`src/rtl/core/cwc_pkg.sv`:
```
// shared types and constants for the color window classifier sequencer
// no dependencies; used by every module of the block through scoped names
package cwc_pkg;

   // table and sample sizes
   localparam int NUM_FILTERS = 4;
   localparam int SAMPLE_BITS = 16;
   localparam int NUM_CHANNELS = 3;
   localparam logic [15:0] SAMPLE_MASK = 16'((32'd1 << SAMPLE_BITS) - 32'd1);

   // csr register indexes
   localparam int CSR_INDEX_BITS = 8;
   localparam logic [CSR_INDEX_BITS-1:0] CSR_TIMEOUT = 8'd0;
   localparam logic [CSR_INDEX_BITS-1:0] CSR_UNDEF_CODE = 8'd1;

   // csr reset values
   localparam logic [31:0] TIMEOUT_RESET = 32'd1000000;
   localparam logic [3:0] UNDEF_CODE_RESET = 4'd15;
   localparam logic [31:0] ELAPSED_MAX = 32'hFFFF_FFFF;

   typedef enum logic [1:0] {
      KIND_TICK   = 2'd0,
      KIND_EVENT  = 2'd1,
      KIND_SAMPLE = 2'd2,
      KIND_FILTER = 2'd3
   } kind_type;

   typedef enum logic [2:0] {
      PH_WAIT     = 3'd0,
      PH_LED_ON   = 3'd1,
      PH_SETTLE   = 3'd2,
      PH_MEASURE  = 3'd3,
      PH_LED_OFF  = 3'd4,
      PH_CLASSIFY = 3'd5,
      PH_MARK     = 3'd6
   } phase_type;

   // one input word
   typedef struct packed {
      kind_type    kind;
      logic [15:0] red;
      logic [15:0] green;
      logic [15:0] blue;
      logic [1:0]  filter_index;
      logic [1:0]  channel;
      logic        use_flag;
      logic [15:0] low_bound;
      logic [15:0] high_bound;
   } item_type;

   // one result word
   typedef struct packed {
      phase_type  phase;
      logic       led_on;
      logic       object_present;
      logic [3:0] color;
      logic       report;
   } result_type;

endpackage

```
`src/rtl/core/color_window_classifier_sequencer_core.sv`:
```
// top level: input register, csr registers, result register
// depends on cwc_pkg, cwc_filter_bank and cwc_sequencer
//
// Takes one word per clock and returns one result word per input word. Each
// accepted word waits in the input register until the result register can take
// its result; the result word is then registered there. Every word is applied
// between the input register and the result register (sequencer state update
// plus a parallel window compare of all filters), so a new word can follow in
// every cycle; the input side stalls only while the result register holds an
// untaken word. CSR writes are always accepted.
module color_window_classifier_sequencer_core (
   input  logic        clock,
   input  logic        reset,
   // request channel
   input  logic        req_valid,
   output logic        req_ready,
   input  logic [1:0]  req_kind,
   input  logic [15:0] req_red,
   input  logic [15:0] req_green,
   input  logic [15:0] req_blue,
   input  logic [1:0]  req_filter_index,
   input  logic [1:0]  req_channel,
   input  logic        req_use_flag,
   input  logic [15:0] req_low_bound,
   input  logic [15:0] req_high_bound,
   // response channel
   output logic        rsp_valid,
   input  logic        rsp_ready,
   output logic [2:0]  rsp_phase,
   output logic        rsp_led_on,
   output logic        rsp_object_present,
   output logic [3:0]  rsp_color,
   output logic        rsp_report,
   // csr write channel
   input  logic        csr_valid,
   output logic        csr_ready,
   input  logic [cwc_pkg::CSR_INDEX_BITS-1:0] csr_index,
   input  logic [31:0] csr_data
);

   logic                item_valid_ff;
   cwc_pkg::item_type   item_ff;
   logic                rsp_valid_ff;
   cwc_pkg::result_type rsp_ff;
   cwc_pkg::result_type result;
   logic [31:0]         timeout_ff;
   logic [3:0]          undef_code_ff;
   logic [3:0]          class_code;
   logic                fire;

   // a word is applied when the result register can take its result
   assign fire      = item_valid_ff && (!rsp_valid_ff || rsp_ready);
   assign req_ready = !item_valid_ff || fire;
   assign csr_ready = 1'b1;

   // csr registers
   always_ff @(posedge clock) begin
      if (reset) begin
         timeout_ff    <= cwc_pkg::TIMEOUT_RESET;
         undef_code_ff <= cwc_pkg::UNDEF_CODE_RESET;
      end else if (csr_valid) begin
         if (csr_index == cwc_pkg::CSR_TIMEOUT) begin
            timeout_ff <= csr_data;
         end else if (csr_index == cwc_pkg::CSR_UNDEF_CODE) begin
            undef_code_ff <= csr_data[3:0];
         end
      end
   end

   // input register
   always_ff @(posedge clock) begin
      if (reset) begin
         item_valid_ff <= 1'b0;
      end else if (req_ready) begin
         item_valid_ff <= req_valid;
      end
   end

   always_ff @(posedge clock) begin
      if (req_valid && req_ready) begin
         item_ff.kind         <= cwc_pkg::kind_type'(req_kind);
         item_ff.red          <= req_red;
         item_ff.green        <= req_green;
         item_ff.blue         <= req_blue;
         item_ff.filter_index <= req_filter_index;
         item_ff.channel      <= req_channel;
         item_ff.use_flag     <= req_use_flag;
         item_ff.low_bound    <= req_low_bound;
         item_ff.high_bound   <= req_high_bound;
      end
   end

   cwc_filter_bank u_filter_bank (
      .clock          (clock),
      .reset          (reset),
      .fire           (fire),
      .item           (item_ff),
      .undefined_code (undef_code_ff),
      .class_code     (class_code)
   );

   cwc_sequencer u_sequencer (
      .clock         (clock),
      .reset         (reset),
      .fire          (fire),
      .item          (item_ff),
      .timeout_ticks (timeout_ff),
      .class_code    (class_code),
      .result        (result)
   );

   // result register
   always_ff @(posedge clock) begin
      if (reset) begin
         rsp_valid_ff <= 1'b0;
      end else if (fire) begin
         rsp_valid_ff <= 1'b1;
      end else if (rsp_ready) begin
         rsp_valid_ff <= 1'b0;
      end
   end

   always_ff @(posedge clock) begin
      if (fire) begin
         rsp_ff <= result;
      end
   end

   assign rsp_valid          = rsp_valid_ff;
   assign rsp_phase          = rsp_ff.phase;
   assign rsp_led_on         = rsp_ff.led_on;
   assign rsp_object_present = rsp_ff.object_present;
   assign rsp_color          = rsp_ff.color;
   assign rsp_report         = rsp_ff.report;

endmodule

```
`src/rtl/core/cwc_filter_bank.sv`:
```
// filter table, latest color sample and the parallel window match
// depends on cwc_pkg for the item type and table sizes
module cwc_filter_bank (
   input  logic                  clock,
   input  logic                  reset,
   input  logic                  fire,
   input  cwc_pkg::item_type     item,
   input  logic [3:0]            undefined_code,
   output logic [3:0]            class_code
);

   logic [15:0] sample_ff [cwc_pkg::NUM_CHANNELS];
   logic [cwc_pkg::NUM_CHANNELS-1:0] enable_ff [cwc_pkg::NUM_FILTERS];
   logic [15:0] low_ff  [cwc_pkg::NUM_FILTERS][cwc_pkg::NUM_CHANNELS];
   logic [15:0] high_ff [cwc_pkg::NUM_FILTERS][cwc_pkg::NUM_CHANNELS];
   logic [cwc_pkg::NUM_FILTERS-1:0] hit;
   logic sample_wr;
   logic filter_wr;

   assign sample_wr = fire && (item.kind == cwc_pkg::KIND_SAMPLE);
   assign filter_wr = fire && (item.kind == cwc_pkg::KIND_FILTER);

   // latest sample, masked to the sample width
   always_ff @(posedge clock) begin
      if (reset) begin
         for (int c = 0; c < cwc_pkg::NUM_CHANNELS; c++) begin
            sample_ff[c] <= '0;
         end
      end else if (sample_wr) begin
         sample_ff[0] <= item.red & cwc_pkg::SAMPLE_MASK;
         sample_ff[1] <= item.green & cwc_pkg::SAMPLE_MASK;
         sample_ff[2] <= item.blue & cwc_pkg::SAMPLE_MASK;
      end
   end

   // channel enables, cleared at reset so every filter matches
   always_ff @(posedge clock) begin
      if (reset) begin
         for (int f = 0; f < cwc_pkg::NUM_FILTERS; f++) begin
            enable_ff[f] <= '0;
         end
      end else if (filter_wr) begin
         for (int f = 0; f < cwc_pkg::NUM_FILTERS; f++) begin
            for (int c = 0; c < cwc_pkg::NUM_CHANNELS; c++) begin
               if (32'(item.filter_index) == f && 32'(item.channel) == c) begin
                  enable_ff[f][c] <= item.use_flag;
               end
            end
         end
      end
   end

   // window bounds, only read once their channel is enabled
   always_ff @(posedge clock) begin
      if (filter_wr) begin
         for (int f = 0; f < cwc_pkg::NUM_FILTERS; f++) begin
            for (int c = 0; c < cwc_pkg::NUM_CHANNELS; c++) begin
               if (32'(item.filter_index) == f && 32'(item.channel) == c) begin
                  low_ff[f][c]  <= item.low_bound;
                  high_ff[f][c] <= item.high_bound;
               end
            end
         end
      end
   end

   // per-filter window test over the enabled channels
   always_comb begin
      for (int f = 0; f < cwc_pkg::NUM_FILTERS; f++) begin
         hit[f] = 1'b1;
         for (int c = 0; c < cwc_pkg::NUM_CHANNELS; c++) begin
            if (enable_ff[f][c] &&
                (sample_ff[c] < low_ff[f][c] || sample_ff[c] > high_ff[f][c])) begin
               hit[f] = 1'b0;
            end
         end
      end
   end

   // highest matching filter wins
   always_comb begin
      class_code = undefined_code;
      for (int f = 0; f < cwc_pkg::NUM_FILTERS; f++) begin
         if (hit[f]) begin
            class_code = 4'(f);
         end
      end
   end

endmodule

```
`src/rtl/core/cwc_sequencer.sv`:
```
// measurement phase sequencer, object flag timeout and color register
// depends on cwc_pkg; takes the classification code from cwc_filter_bank
module cwc_sequencer (
   input  logic                   clock,
   input  logic                   reset,
   input  logic                   fire,
   input  cwc_pkg::item_type      item,
   input  logic [31:0]            timeout_ticks,
   input  logic [3:0]             class_code,
   output cwc_pkg::result_type    result
);

   cwc_pkg::phase_type phase_ff, phase_in;
   logic        event_ff, event_in;
   logic        led_ff, led_in;
   logic        object_ff, object_in;
   logic [3:0]  color_ff, color_in;
   logic [31:0] elapsed_ff, elapsed_in;
   logic        report;
   logic        elapsed_sat;
   logic        timed_out;

   // saturating elapsed + 1 > timeout, without the adder in the compare path
   assign elapsed_sat = (elapsed_ff == cwc_pkg::ELAPSED_MAX);
   assign timed_out = elapsed_sat ? (timeout_ticks != cwc_pkg::ELAPSED_MAX)
                                  : (elapsed_ff >= timeout_ticks);

   // state registers
   always_ff @(posedge clock) begin
      if (reset) begin
         phase_ff   <= cwc_pkg::PH_WAIT;
         event_ff   <= 1'b0;
         led_ff     <= 1'b0;
         object_ff  <= 1'b0;
         color_ff   <= cwc_pkg::UNDEF_CODE_RESET;
         elapsed_ff <= '0;
      end else if (fire) begin
         phase_ff   <= phase_in;
         event_ff   <= event_in;
         led_ff     <= led_in;
         object_ff  <= object_in;
         color_ff   <= color_in;
         elapsed_ff <= elapsed_in;
      end
   end

   // next state for one word
   always_comb begin
      phase_in   = phase_ff;
      event_in   = event_ff;
      led_in     = led_ff;
      object_in  = object_ff;
      color_in   = color_ff;
      elapsed_in = elapsed_ff;
      report     = 1'b0;
      if (item.kind == cwc_pkg::KIND_EVENT) begin
         event_in = 1'b1;
      end else if (item.kind == cwc_pkg::KIND_TICK) begin
         elapsed_in = elapsed_sat ? elapsed_ff : elapsed_ff + 32'd1;
         unique case (phase_ff)
            cwc_pkg::PH_WAIT: begin
               if (event_ff) begin
                  event_in = 1'b0;
                  report   = 1'b1;
                  phase_in = cwc_pkg::PH_LED_ON;
               end else if (object_ff && timed_out) begin
                  object_in = 1'b0;
               end
            end
            cwc_pkg::PH_LED_ON: begin
               led_in   = 1'b1;
               phase_in = cwc_pkg::PH_SETTLE;
            end
            cwc_pkg::PH_SETTLE: begin
               phase_in = cwc_pkg::PH_MEASURE;
            end
            cwc_pkg::PH_MEASURE: begin
               phase_in = cwc_pkg::PH_LED_OFF;
            end
            cwc_pkg::PH_LED_OFF: begin
               led_in   = 1'b0;
               phase_in = cwc_pkg::PH_CLASSIFY;
            end
            cwc_pkg::PH_CLASSIFY: begin
               color_in = class_code;
               phase_in = cwc_pkg::PH_MARK;
            end
            cwc_pkg::PH_MARK: begin
               phase_in   = cwc_pkg::PH_WAIT;
               elapsed_in = '0;
               object_in  = 1'b1;
            end
            default: begin
               phase_in = cwc_pkg::PH_WAIT;
            end
         endcase
      end
   end

   // result word reflects the state after this word
   assign result.phase          = phase_in;
   assign result.led_on         = led_in;
   assign result.object_present = object_in;
   assign result.color          = color_in;
   assign result.report         = report;

endmodule

```
`config.mk`:
```
export PLATFORM = sky130hd
export DESIGN_NAME = color_window_classifier_sequencer_core
export DESIGN_NICKNAME = d
export VERILOG_FILES = /design/src/rtl/core/cwc_pkg.sv /design/src/rtl/core/color_window_classifier_sequencer_core.sv /design/src/rtl/core/cwc_filter_bank.sv /design/src/rtl/core/cwc_sequencer.sv
export SDC_FILE = /design/constraint.sdc
export NUM_CORES = 1
export LEC_CHECK = 0
export BUFFER_PORTS_ARGS = -buffer_cell sky130_fd_sc_hd__buf_4
export CORE_MARGIN = 2
export CORE_UTILIZATION = 35
export DETAILED_ROUTE_END_ITERATION = 16
export PLACE_DENSITY = 0.52
export SYNTH_ARGS = -nofsm -noshare
export SYNTH_HDL_FRONTEND = slang
export SYNTH_HIERARCHICAL = 1
export SYNTH_SLANG_ARGS = --single-unit
```
`constraint.sdc`:
```
create_clock -name clock -period 6.36 [get_ports clock]
set_input_delay 0.954 -clock clock [delete_from_list [all_inputs] [get_ports clock]]
set_output_delay 0.954 -clock clock [all_outputs]
set_load 0.005 [all_outputs]
```
==> metrics.txt, run 1 <==
Post-CTS Hold Buffers=0; CTS max path bufs=3; initial antenna violation count=6; status=finished, final reports clean; Final Hold Slack=approximately 480 ps; Worst path slowest cell=a211oi_1; Clock Power Share=44.6%; wire per inst=approximately 21 um; mapped cell area=31000 um^2; Synth Area in Compound Gates=8.17%; Critical Path Source Type=flip-flop; worst vdd ir=0.176 mV; Critical Path RT=roughly 6700 ps; initial core utilization=35.2%; ys flop type=edfxtp_1; Net Count, Synth=3073; DP Worst Slack=about 2400 ps; routed vias/inst=5.05; Die Area=91000 um^2; gpl congestion=0.876; Syn Inst Count=2536; clk_skew=21.0 ps; row count=109; Post-Synth Simple-Gate Area=10.3%; sequential power share=50.7%; WHS Path Cells=2; dominant cell type by area after synthesis=edfxtp_1; area grow syn2layout=15.7%; Net count, final=3278; RSZ-0062 raised after global routing=false; pwr/cell area=roughly 260 nW/um^2; Slowest Stage Delay on Critical Path=about 720 ps; largest net degree at the start of global routing=52; grt total ovfl=0; Post-synth EDFFs=541; Final period util=64.2%; Seq/Total Area, Yosys=57.5%; DRC viols=0; Final setup viols=0; Worst Hold Class=flip-flop to flip-flop; 1st-iter DRT viols=1140; CP cell instances=ha_1 -> o21ai_0 -> a2111oi_0 -> o221ai_1 -> a211oi_1 -> nand4b_1 -> nand4_1 -> nor2_1 -> mux2_2; share of the synthesized area in the top cell type=52.4%; DP Wirelength=about 59000 um; Period minus WS final=4080 ps; layout cells sized above 1=11.0%; Final WS setup=around 2300 ps; Combinational Power Share=4.6%; Post-synth ARST share=0%; Peak Freq=245 MHz; setup TNS=0 ps; Synth cell types=75; Setup crit start=u_filter_bank/sample_ff[0][18]; reg2reg end=rsp_color[2]; Top-Level Pins=145; CTS buffer count=75; mux cell area share after synthesis=1.47%; Worst Setup Path Type=flip-flop to flip-flop; Pre-Repair DR Iteration Count=6; Synth Area in Adders=roughly 16%; ranking of synthesized cells by area=edfxtp_1 (52%), ha_1 (16%), inv_1 (5.3%), dfxtp_1 (5.2%), a21oi_1 (2.5%); crit path max fanout=8; Die Span Y=302 um; total wire length=84500 um; Synth Area in XOR/XNOR=0.339%; H-tree depth=3; switching pwr=2.09 mW; most frequent cells in the layout=edfxtp_1 (541), inv_1 (435), ha_1 (405); PostCTS Resize Cnt=0; vias in the first global route=20600; commonest non-fill, non-tap cell in the layout=edfxtp_1; GRT Util Overall=roughly a fifth; crit path DAT=4440 ps; main combinational cell family by area after synthesis=adder cells; first-pass GRT wire length=about 130000 um; die width=302 um; MaxCap Viol Count=0; Pwr Total=9.19 mW; ANT nets after route=0; Static Leak=15.1 nW; Slew Limit Fails=0; clock latency on the worst-skew pair=610 ps; Hold Vio Cnt, Final=0; Pint=7.10 mW; Core ar.=88100 um^2; Seq cells post-synth=621; reg2reg setup slack=~2300 ps; syn_area_per_cell=12.2 um^2; Setup crit end kind=flip-flop; Least-Margin Pin Slew=1260 ps; Reg-to-Reg Start=u_filter_bank/sample_ff[0][18]; Clock Sinks=around 620; placed instance count=3829; switching power share of the total=22.7%; Post-CTS Setup Bufs=0; # fillers=8373; min-delay src=u_sequencer/color_ff[0]; Clock Tree Root=clkbuf_16; clk slew on worst S/H paths=60 ps; Non-Filler Instances=around 4000; Vias=20000; CTS tree=yes; synth warn=6; Hold Path End=u_sequencer/color_ff[0]; Slew HR=~16%; port bufs=between 100 and 150; R2R depth=9
area by class of cell:
| type | instances | area (um^2) | area share, % |
|---|---|---|---|
| Timing Repair Buffer | 161 | 1210 | 3.37 |
| Antenna cell | 1 | 2.50 | 0.00697 |
| Inverter | 435 | 1630 | 4.55 |
| Sequential cell | 621 | 17800 | 49.7 |
| Clock buffer | 100 | 2070 | 5.76 |
| Tap cell | 1165 | 1460 | 4.06 |
| Clock inverter | 35 | 269 | 0.750 |
| Multi-Input combinational cell | 1447 | 11400 | 31.8 |
power by group through the flow:
stage	clock network (mW)	logic [mW]	registers [mW]
4_1_cts	4.22	0.431	4.67
2_1_floorplan	0	0.252	4.64
6_report	4.10	0.426	4.66
3_5_place_dp	0	0.428	4.75
3_3_place_gp	0	0.412	4.75
5_1_grt	4.38	0.483	4.67
cell usage after synthesis (all sizes together), types with 4 or more instances:
master / instances
edfxtp: 541
inv: 435
ha: 405
a21oi: 157
nand2: 98
nor2: 98
nand4: 82
dfxtp: 80
o21ai: 79
nand2b: 73
nand3: 54
and2: 51
a21o: 41
mux2i: 41
nor2b: 26
a211oi: 24
nor3: 23
o211ai: 23
clkbuf: 20
or3: 16
and3: 13
buf: 13
a31oi: 11
o2111ai: 11
or4: 11
xor2: 11
a2111oi: 10
or2: 10
a221oi: 7
and4: 7
nor4: 7
o41ai: 6
a211o: 5
a2111o: 4
mux2: 4
nand3b: 4
o31ai: 4
per-layer routing:
layer	wire length (um)	share of wire, %	track usage, %	vias to the layer above
met3	3620	4.3	2.61	135
li1	-	-	-	9592
met5	0	0	0	-
met2	41400	49	32.1	434
met1	37100	44	24.0	9852
met4	2360	2.8	6.41	0
logic make-up after synthesis:
kind of cell | count (synthesis)
flip-flops | 621
AND/OR/NAND/NOR | 581
buffers and inverters | 468
adder cells (fa/ha/maj) | 405
AO/OA/AOI/OAI | 403
multiplexers | 45
XOR/XNOR | 12
other | 1
registers in the layout, summed over array words and instances (netlist names):
signal                   cells
rsp_report                   1
u_sequencer/elapsed_ff      32
u_sequencer/phase_ff         3
u_sequencer/led_ff           1
rsp_led_on                   1
rsp_color                    4
u_sequencer/event_ff         1
item_ff                     87
rsp_phase                    3
rsp_valid                    1
u_filter_bank/high_ff      192
undef_code_ff                4
item_valid_ff                1
u_filter_bank/low_ff       192
u_filter_bank/enable_ff     12
u_sequencer/color_ff         4
timeout_ff                  32
rsp_object_present           1
u_filter_bank/sample_ff     48
u_sequencer/object_ff        1
per-stage QoR:
step,utilization [%],area (um^2)
5_1_grt,40.7,35900
4_1_cts,40.7,35900
6_report,40.7,35900
3_3_place_gp,38.1,33600
2_1_floorplan,-,31000
3_5_place_dp,38.1,33600
worst max-delay path, delay by kind of cell, from the launching register on:
kind	cells	cell delay [ps]
flip-flops	1	650
multiplexers	1	260
adder cells (fa/ha/maj)	1	390
AO/OA/AOI/OAI	4	1800
AND/OR/NAND/NOR	3	720
how the worst max path moves through the flow:
stage	to	slack [ps]
finish	rsp_color[2]	2280
global route	rsp_color[2]	2350
CTS	rsp_color[3]	2380
detailed placement	rsp_color[3]	2410
global placement	rsp_color[3]	2410
floorplan	item_ff[0]	540
No activity file was read; power rests on OpenSTA's default activity.
==> inputs of run 2 (changes only) <==
--- a/config.mk
+++ b/config.mk
@@ -5,11 +5,12 @@
 export SDC_FILE = /design/constraint.sdc
 export NUM_CORES = 1
 export LEC_CHECK = 0
+export ABC_AREA = 1
 export BUFFER_PORTS_ARGS = -buffer_cell sky130_fd_sc_hd__buf_4
 export CORE_MARGIN = 2
 export CORE_UTILIZATION = 35
 export DETAILED_ROUTE_END_ITERATION = 16
-export PLACE_DENSITY = 0.52
+export PLACE_DENSITY = 0.54
 export SYNTH_ARGS = -nofsm -noshare
 export SYNTH_HDL_FRONTEND = slang
 export SYNTH_HIERARCHICAL = 1
==> constraint.sdc (replaced) <==
create_clock -name clock -period 3.7 [get_ports clock]
set_input_delay 0.555 -clock clock [delete_from_list [all_inputs] [get_ports clock]]
set_output_delay 0.555 -clock clock [all_outputs]
set_load 0.005 [all_outputs]
==> run 2 against run 1 <==
  * Count of clock-buffer cells in the layout down 12
  * Non-clock buffer count up 6
  * Sequential cell count unchanged
  * Design area up 3.1%
  * Total power up 75%
  * Sequential power up 71%
  * Via count up 3.2%
  * Core utilization up 0.29 points
  * Critical path depth up 9
  * Largest power group unchanged
==> metrics.txt, run 2 <==
port bufs=143; reg2reg setup slack=960 ps; top-count cell post-synth=inv_1; R2R depth=18; share of the synthesized area in the top cell type=50.9%; Die Span Y=306 um; Static Leak=16.7 nW; Final Hold Slack=103 ps; crit path DAT=3290 ps; first-pass GRT wire length=roughly 120000 um; Pint=12.4 mW; dominant cell type by area after synthesis=edfxtp_1; Placement Cell Area=34600 um^2; PostCTS Resize Cnt=0; CTS buffer count=75; ranking of synthesized cells by area=edfxtp_1 (51%), ha_1 (16%), inv_1 (7.1%), nand2_1 (6.1%), dfxtp_1 (5.0%); crit path to=u_sequencer/color_ff[1]; Net count, final=between 3000 and 4000; Slowest Stage Delay on Critical Path=560 ps; Post-CTS Hold Buffers=0; Post-synth ARST share=0%; Seq cells post-synth=roughly 620; CTS tree=yes; CP dominant cell by count=nand2_1; cell area after layout=37000 um^2; syn_area_per_cell=between 10 and 15 um^2; Pre-Repair DR Iteration Count=5; H-tree depth=3; reg2reg end=u_sequencer/color_ff[1]; crit path max fanout=8; DP Wirelength=53600 um; placed instance count=roughly 4400; Peak Freq=~360 MHz; Worst path depth=18; MaxCap Viol Count=0; vias in the first global route=20400; ys flop type=edfxtp_1; Top-Level Pins=145; Non-Filler Instances=4509; commonest non-fill, non-tap cell in the layout=inv_1; row count=110; worst vdd ir=approximately 0.30 mV; Slew HR=between 40 and 50%; Critical Path RT=4240 ps; Period minus WS final=approximately 2700 ps; Net Count, Synth=between 3000 and 4000; Core ar.=90100 um^2; Synth cell types=51; diode count=0; total wire length=76500 um; clk_skew=23.9 ps; area grow syn2layout=16.0%; Least-Margin Pin Slew=a little under 900 ps; Syn Inst Count=about 3000; Post-synth EDFFs=541; Post-CTS Setup Bufs=0; Pwr Total=about 16 mW; Clock Power Share=45.3%; status=finished, final reports clean; CTS max path bufs=3; Reg-to-Reg Start=u_filter_bank/sample_ff[0][5]; clock latency on the worst-skew pair=620 ps; 1st-iter DRT viols=1111; Critical Path Source Type=flip-flop; sequential power share=49.6%; Final setup viols=0; largest net degree at the start of global routing=57; CP top delay family=simple AND/OR/NAND/NOR gates; pwr/cell area=434 nW/um^2; Worst Setup Path Type=flip-flop to flip-flop; wire per inst=around 17 um; layout cells sized above 1=11.0%; Clock Sinks=621; Die Area=93600 um^2; switching power share of the total=23.0%; Seq/Total Area, Yosys=56.0%; Setup crit end kind=flip-flop; switching pwr=3.69 mW; routed vias/inst=4.58; initial core utilization=between 30% and 40%; Top Registers=u_filter_bank/high_ff: 192 flops, u_filter_bank/low_ff: 192 flops, item_ff: 87 flops; Vias=20700; synth warn=6; mapped cell area=31900 um^2; GRT Util Overall=around 17%; gpl congestion=~0.82; CP cell instances=ha_1 -> a21oi_1 -> nor2_1 -> nor3_1 -> nand2_1 -> nand2_1 -> nand2_1 -> nand2_1 -> nand2_1 -> nand2_1 -> nand2_1 -> nor2_2 -> inv_1 -> nand3_1 -> nor2_1 -> a21oi_1 -> nand2_1 -> o211ai_1; clk slew on worst S/H paths=60 ps; initial antenna violation count=3; die width=between 300 and 400 um; Final period util=approximately three quarters; DRC viols=0; Worst Hold Class=primary input to flip-flop; RSZ-0062 raised after global routing=false; Clock Tree Root=clkbuf_16; most frequent cells in the layout=inv_1 (605), edfxtp_1 (541), nand2_1 (516); Combinational Power Share=5.1%; Hold Vio Cnt, Final=0; Synth top cells by count=inv_1 (606), edfxtp_1 (541), nand2_1 (517); Worst path slowest cell=edfxtp_1; # fillers=around 8700; Bufs and invs on worst path=1; grt total ovfl=0; Slew Limit Fails=0; Setup crit start=u_filter_bank/sample_ff[0][5]; ANT nets after route=0
==> run 2: cells by family (layout without fill, tap and decap cells) <==
family / Yosys count / after routing / share of synthesized area (%)
AND/OR/NAND/NOR: 1011 / 1011 / 13.7
buffers and inverters: 665 / 931 / 8.04
flip-flops: 621 / 621 / 56.0
adder cells (fa/ha/maj): 405 / 405 / 15.9
AO/OA/AOI/OAI: 351 / 351 / 6.06
XOR/XNOR: 13 / 13 / 0.357
other: 1 / 1 / 0.0118
==> run 2: power groups by stage <==
stage          Sequential (mW)  Clock (mW)  Combinational [mW]
5_1_grt                   8.00        7.78               0.950
4_1_cts                   7.98        7.50               0.836
3_5_place_dp              8.13           0               0.830
3_3_place_gp              8.13           0               0.819
2_1_floorplan             7.99           0               0.515
6_report                  7.97        7.27               0.821
==> run 2: cell type report <==
| class | count | area [um^2] | area share, % |
|---|---|---|---|
| clock inverter | 44 | 388 | 1.05 |
| clock buffer | 88 | 2010 | 5.43 |
| tap | 1176 | 1470 | 3.98 |
| timing repair buffer | 167 | 1320 | 3.56 |
| inverter | 632 | 2370 | 6.42 |
| sequential | 621 | 17800 | 48.3 |
| multi-input combinational | 1781 | 11600 | 31.3 |
==> run 2: worst register-to-register path, stage by stage, from the launching register on <==
cell      delay (ps)
edfxtp_1         560
ha_1             360
a21oi_1          150
nor2_1            50
nor3_1           220
nand2_1          160
nand2_1           90
nand2_1           40
nand2_1           50
nand2_1           60
nand2_1           70
nand2_1          120
nor2_2           190
inv_1             80
nand3_1          100
nor2_1            50
a21oi_1          170
nand2_1           70
o211ai_1          80
==> run 2: metrics by stage <==
stage / TNS (ps) / setup WS, ps / util [%]
finish: 0 / 955 / 41.0
global route: 0 / 645 / 41.0
CTS: 0 / 881 / 41.0
detailed placement: 0 / 881 / 38.4
global placement: 0 / 898 / 38.4
floorplan: -553 / -69.8 / -
==> run 2: how the worst min path moves through the flow <==
stage	startpoint	end	slack (ps)	depth (start not counted)
finish	req_blue[11]	item_ff[48]	100	1
CTS	req_high_bound[0]	item_ff[0]	70	1
detailed placement	undef_code_ff[2]	undef_code_ff[2]	450	2
floorplan	undef_code_ff[0]	undef_code_ff[0]	430	2
global placement	undef_code_ff[2]	undef_code_ff[2]	450	2
global route	req_blue[4]	item_ff[41]	70	1
==> run 2: routing by layer <==
metal / track usage [%] / vias up / wire, um
li1: - / 10700 / -
met1: 22.4 / 9588 / 36300
met2: 27.8 / 294 / 35900
met3: 2.56 / 93 / 2780
met4: 3.70 / 0 / 1490
met5: 0 / - / 0
==> inputs of run 3 (changes only) <==
==> constraint.sdc (replaced) <==
create_clock -name clock -period 2.3 [get_ports clock]
set_input_delay 0.345 -clock clock [delete_from_list [all_inputs] [get_ports clock]]
set_output_delay 0.345 -clock clock [all_outputs]
set_load 0.005 [all_outputs]
==> run 3 against run 2 <==
  * The flow now finishes with violations (setup timing)
  * Via count increased by 6.2%
  * Clock power increased by 60%
  * Fmax increased by 6.9%
  * Sequential share of layout area decreased by 3.7 points
  * Global-route usage increased by 0.41 points
  * Setup slack got worse by 1200 ps
  * Hold slack got worse by 57 ps
  * First-iteration DRC count increased by 9.5%
  * Cell count increased by 5.8%
  * Total power increased by 63%
  * Non-clock buffer count increased by 256
  * Critical path type unchanged
  * Largest cell class unchanged
==> metrics.txt, run 3 (synthesis gave the netlist of run 2 again) <==
Final setup viols=8; Top Registers=u_filter_bank/high_ff: 192 flops, u_filter_bank/low_ff: 192 flops, item_ff: 87 flops; area grow syn2layout=25.6%; largest net degree at the start of global routing=49; most frequent cells in the layout=inv_1 (601), edfxtp_1 (541), nand2_1 (484); Worst Setup Path Type=flip-flop to flip-flop; Final WS setup=-268 ps; Slew HR=43.6%; MaxCap Viol Count=0; total wire length=79000 um; DP Wirelength=56000 um; routed vias/inst=4.60; cell area after layout=40100 um^2; Core ar.=90100 um^2; Top-Level Pins=145; Setup crit end kind=flip-flop; Die Area=93600 um^2; pwr/cell area=approximately 650 nW/um^2; clk slew on worst S/H paths=60 ps; Critical Path RT=2850 ps; worst vdd ir=around 0.56 mV; Die Span Y=approximately 310 um; crit path DAT=about 3100 ps; Placement Cell Area=~36000 um^2; die width=306 um; clock latency on the worst-skew pair=between 600 and 700 ps; 1st-iter DRT viols=1217; post-layout util=approximately 44%; Slew Limit Fails=0; # fillers=8512; Peak Freq=389 MHz; Period minus WS final=2570 ps; Pwr Total=between 20 and 30 mW; CTS max path bufs=3; row count=110; setup TNS=-1760 ps; GRT Util Overall=16.9%; initial antenna violation count=4; Critical Path Source Type=flip-flop; ANT nets after route=0; DRC viols=0; violated checks=setup timing; Worst Hold Class=primary input to flip-flop; DP Worst Slack=-376 ps; Net count, final=4072; Static Leak=approximately 18 nW; grt total ovfl=0; Pre-Repair DR Iteration Count=5; clk_skew=17.0 ps; H-tree depth=3; first-pass GRT wire length=approximately 120000 um; Vias=between 20000 and 25000; CTS buffer count=76; gpl congestion=0.844; Final period util=112%; crit path max fanout=5; vias in the first global route=21600; wire per inst=between 15 and 20 um; CTS tree=yes; RSZ-0062 raised after global routing=true; commonest non-fill, non-tap cell in the layout=inv_1; initial core utilization=35.4%; layout cells sized above 1=17.4%; status=finished, violations left; port bufs=around 140; Clock Tree Root=clkbuf_16; Hold Vio Cnt, Final=0; Clock Sinks=621; Least-Margin Pin Slew=846 ps
[run 3: cell types whose count changed in the layout (fill, tap and decap cells not counted), moves of 14 or more]
cell,previous run,this run
ha_1,405,379
nand2_1,516,484
buf_6,0,14
dlygate4sd3_1,0,107
a21oi_1,224,208
ha_4,0,26
a21oi_2,13,28
buf_4,162,282
buf_12,5,20
nand2_2,16,47
[run 3: area by class of cell]
cell class / instances / area, um^2 / area share, %
clock inverter: 35 / 298 / 0.743
antenna: 3 / 7.51 / 0.0187
inverter: 632 / 2380 / 5.93
tap: 1176 / 1470 / 3.67
multi-input combinational: 1781 / 12200 / 30.5
clock buffer: 100 / 2090 / 5.21
sequential: 621 / 17800 / 44.5
timing repair buffer: 423 / 3750 / 9.35
[run 3: power breakdown]
group / switching [mW] / internal [mW]
registers: 0.267 / 12.5
clock network: 4.74 / 6.83
logic: 1.00 / 0.874
total: 6.02 / 20.2
[run 3: worst paths after layout]
| kind | endpoint | cells past startpoint | slack, ps | start |
|---|---|---|---|---|
| min reg2reg | undef_code_ff[3] | 2 | 470 | undef_code_ff[3] |
| min | timeout_ff[31] | 5 | 50 | csr_data[31] |
| max reg2reg | u_sequencer/color_ff[2] | 15 | -270 | u_filter_bank/sample_ff[0][47] |
| max | u_sequencer/color_ff[2] | 15 | -270 | u_filter_bank/sample_ff[0][47] |
[run 3: metrics by stage]
step,hold slack [ps],std cells
after floorplan,407,3067
after global placement,466,4503
after detailed placement,459,4503
after CTS,4.25,4757
after global routing,52.1,4768
final,46.3,4771
[run 3: timing repair]
action                                  in CTS  in global routing
endpoints found under the setup margin       8                  8
setup buffers                               12                 11
hold buffers                               107                  0
endpoints found under the hold margin      107                  0
pin swaps                                   21                 59
resized for setup                           56                 82
[run 3: worst max-delay path: stages, from the launching register on]
cell      delay (ps)
edfxtp_1         520
buf_6            190
ha_1             280
a21oi_1          160
o21ai_0          170
a21oi_1          150
nand2_1           80
nand2_2           90
nand2_2           80
nand3_4          120
nand3_2           90
nor3_2           210
nor2_1            80
a21oi_2          130
nand2_1           60
o211ai_1          70
[run 3: layer usage]
layer / vias to the layer above / track usage (%) / part of all wire (%)
met1: 10300 / 22.4 / 46
met3: 113 / 2.32 / 3.1
met4: 0 / 4.46 / 2.2
met5: - / 0 / 0
met2: 304 / 29.2 / 48
li1: 11200 / - / -
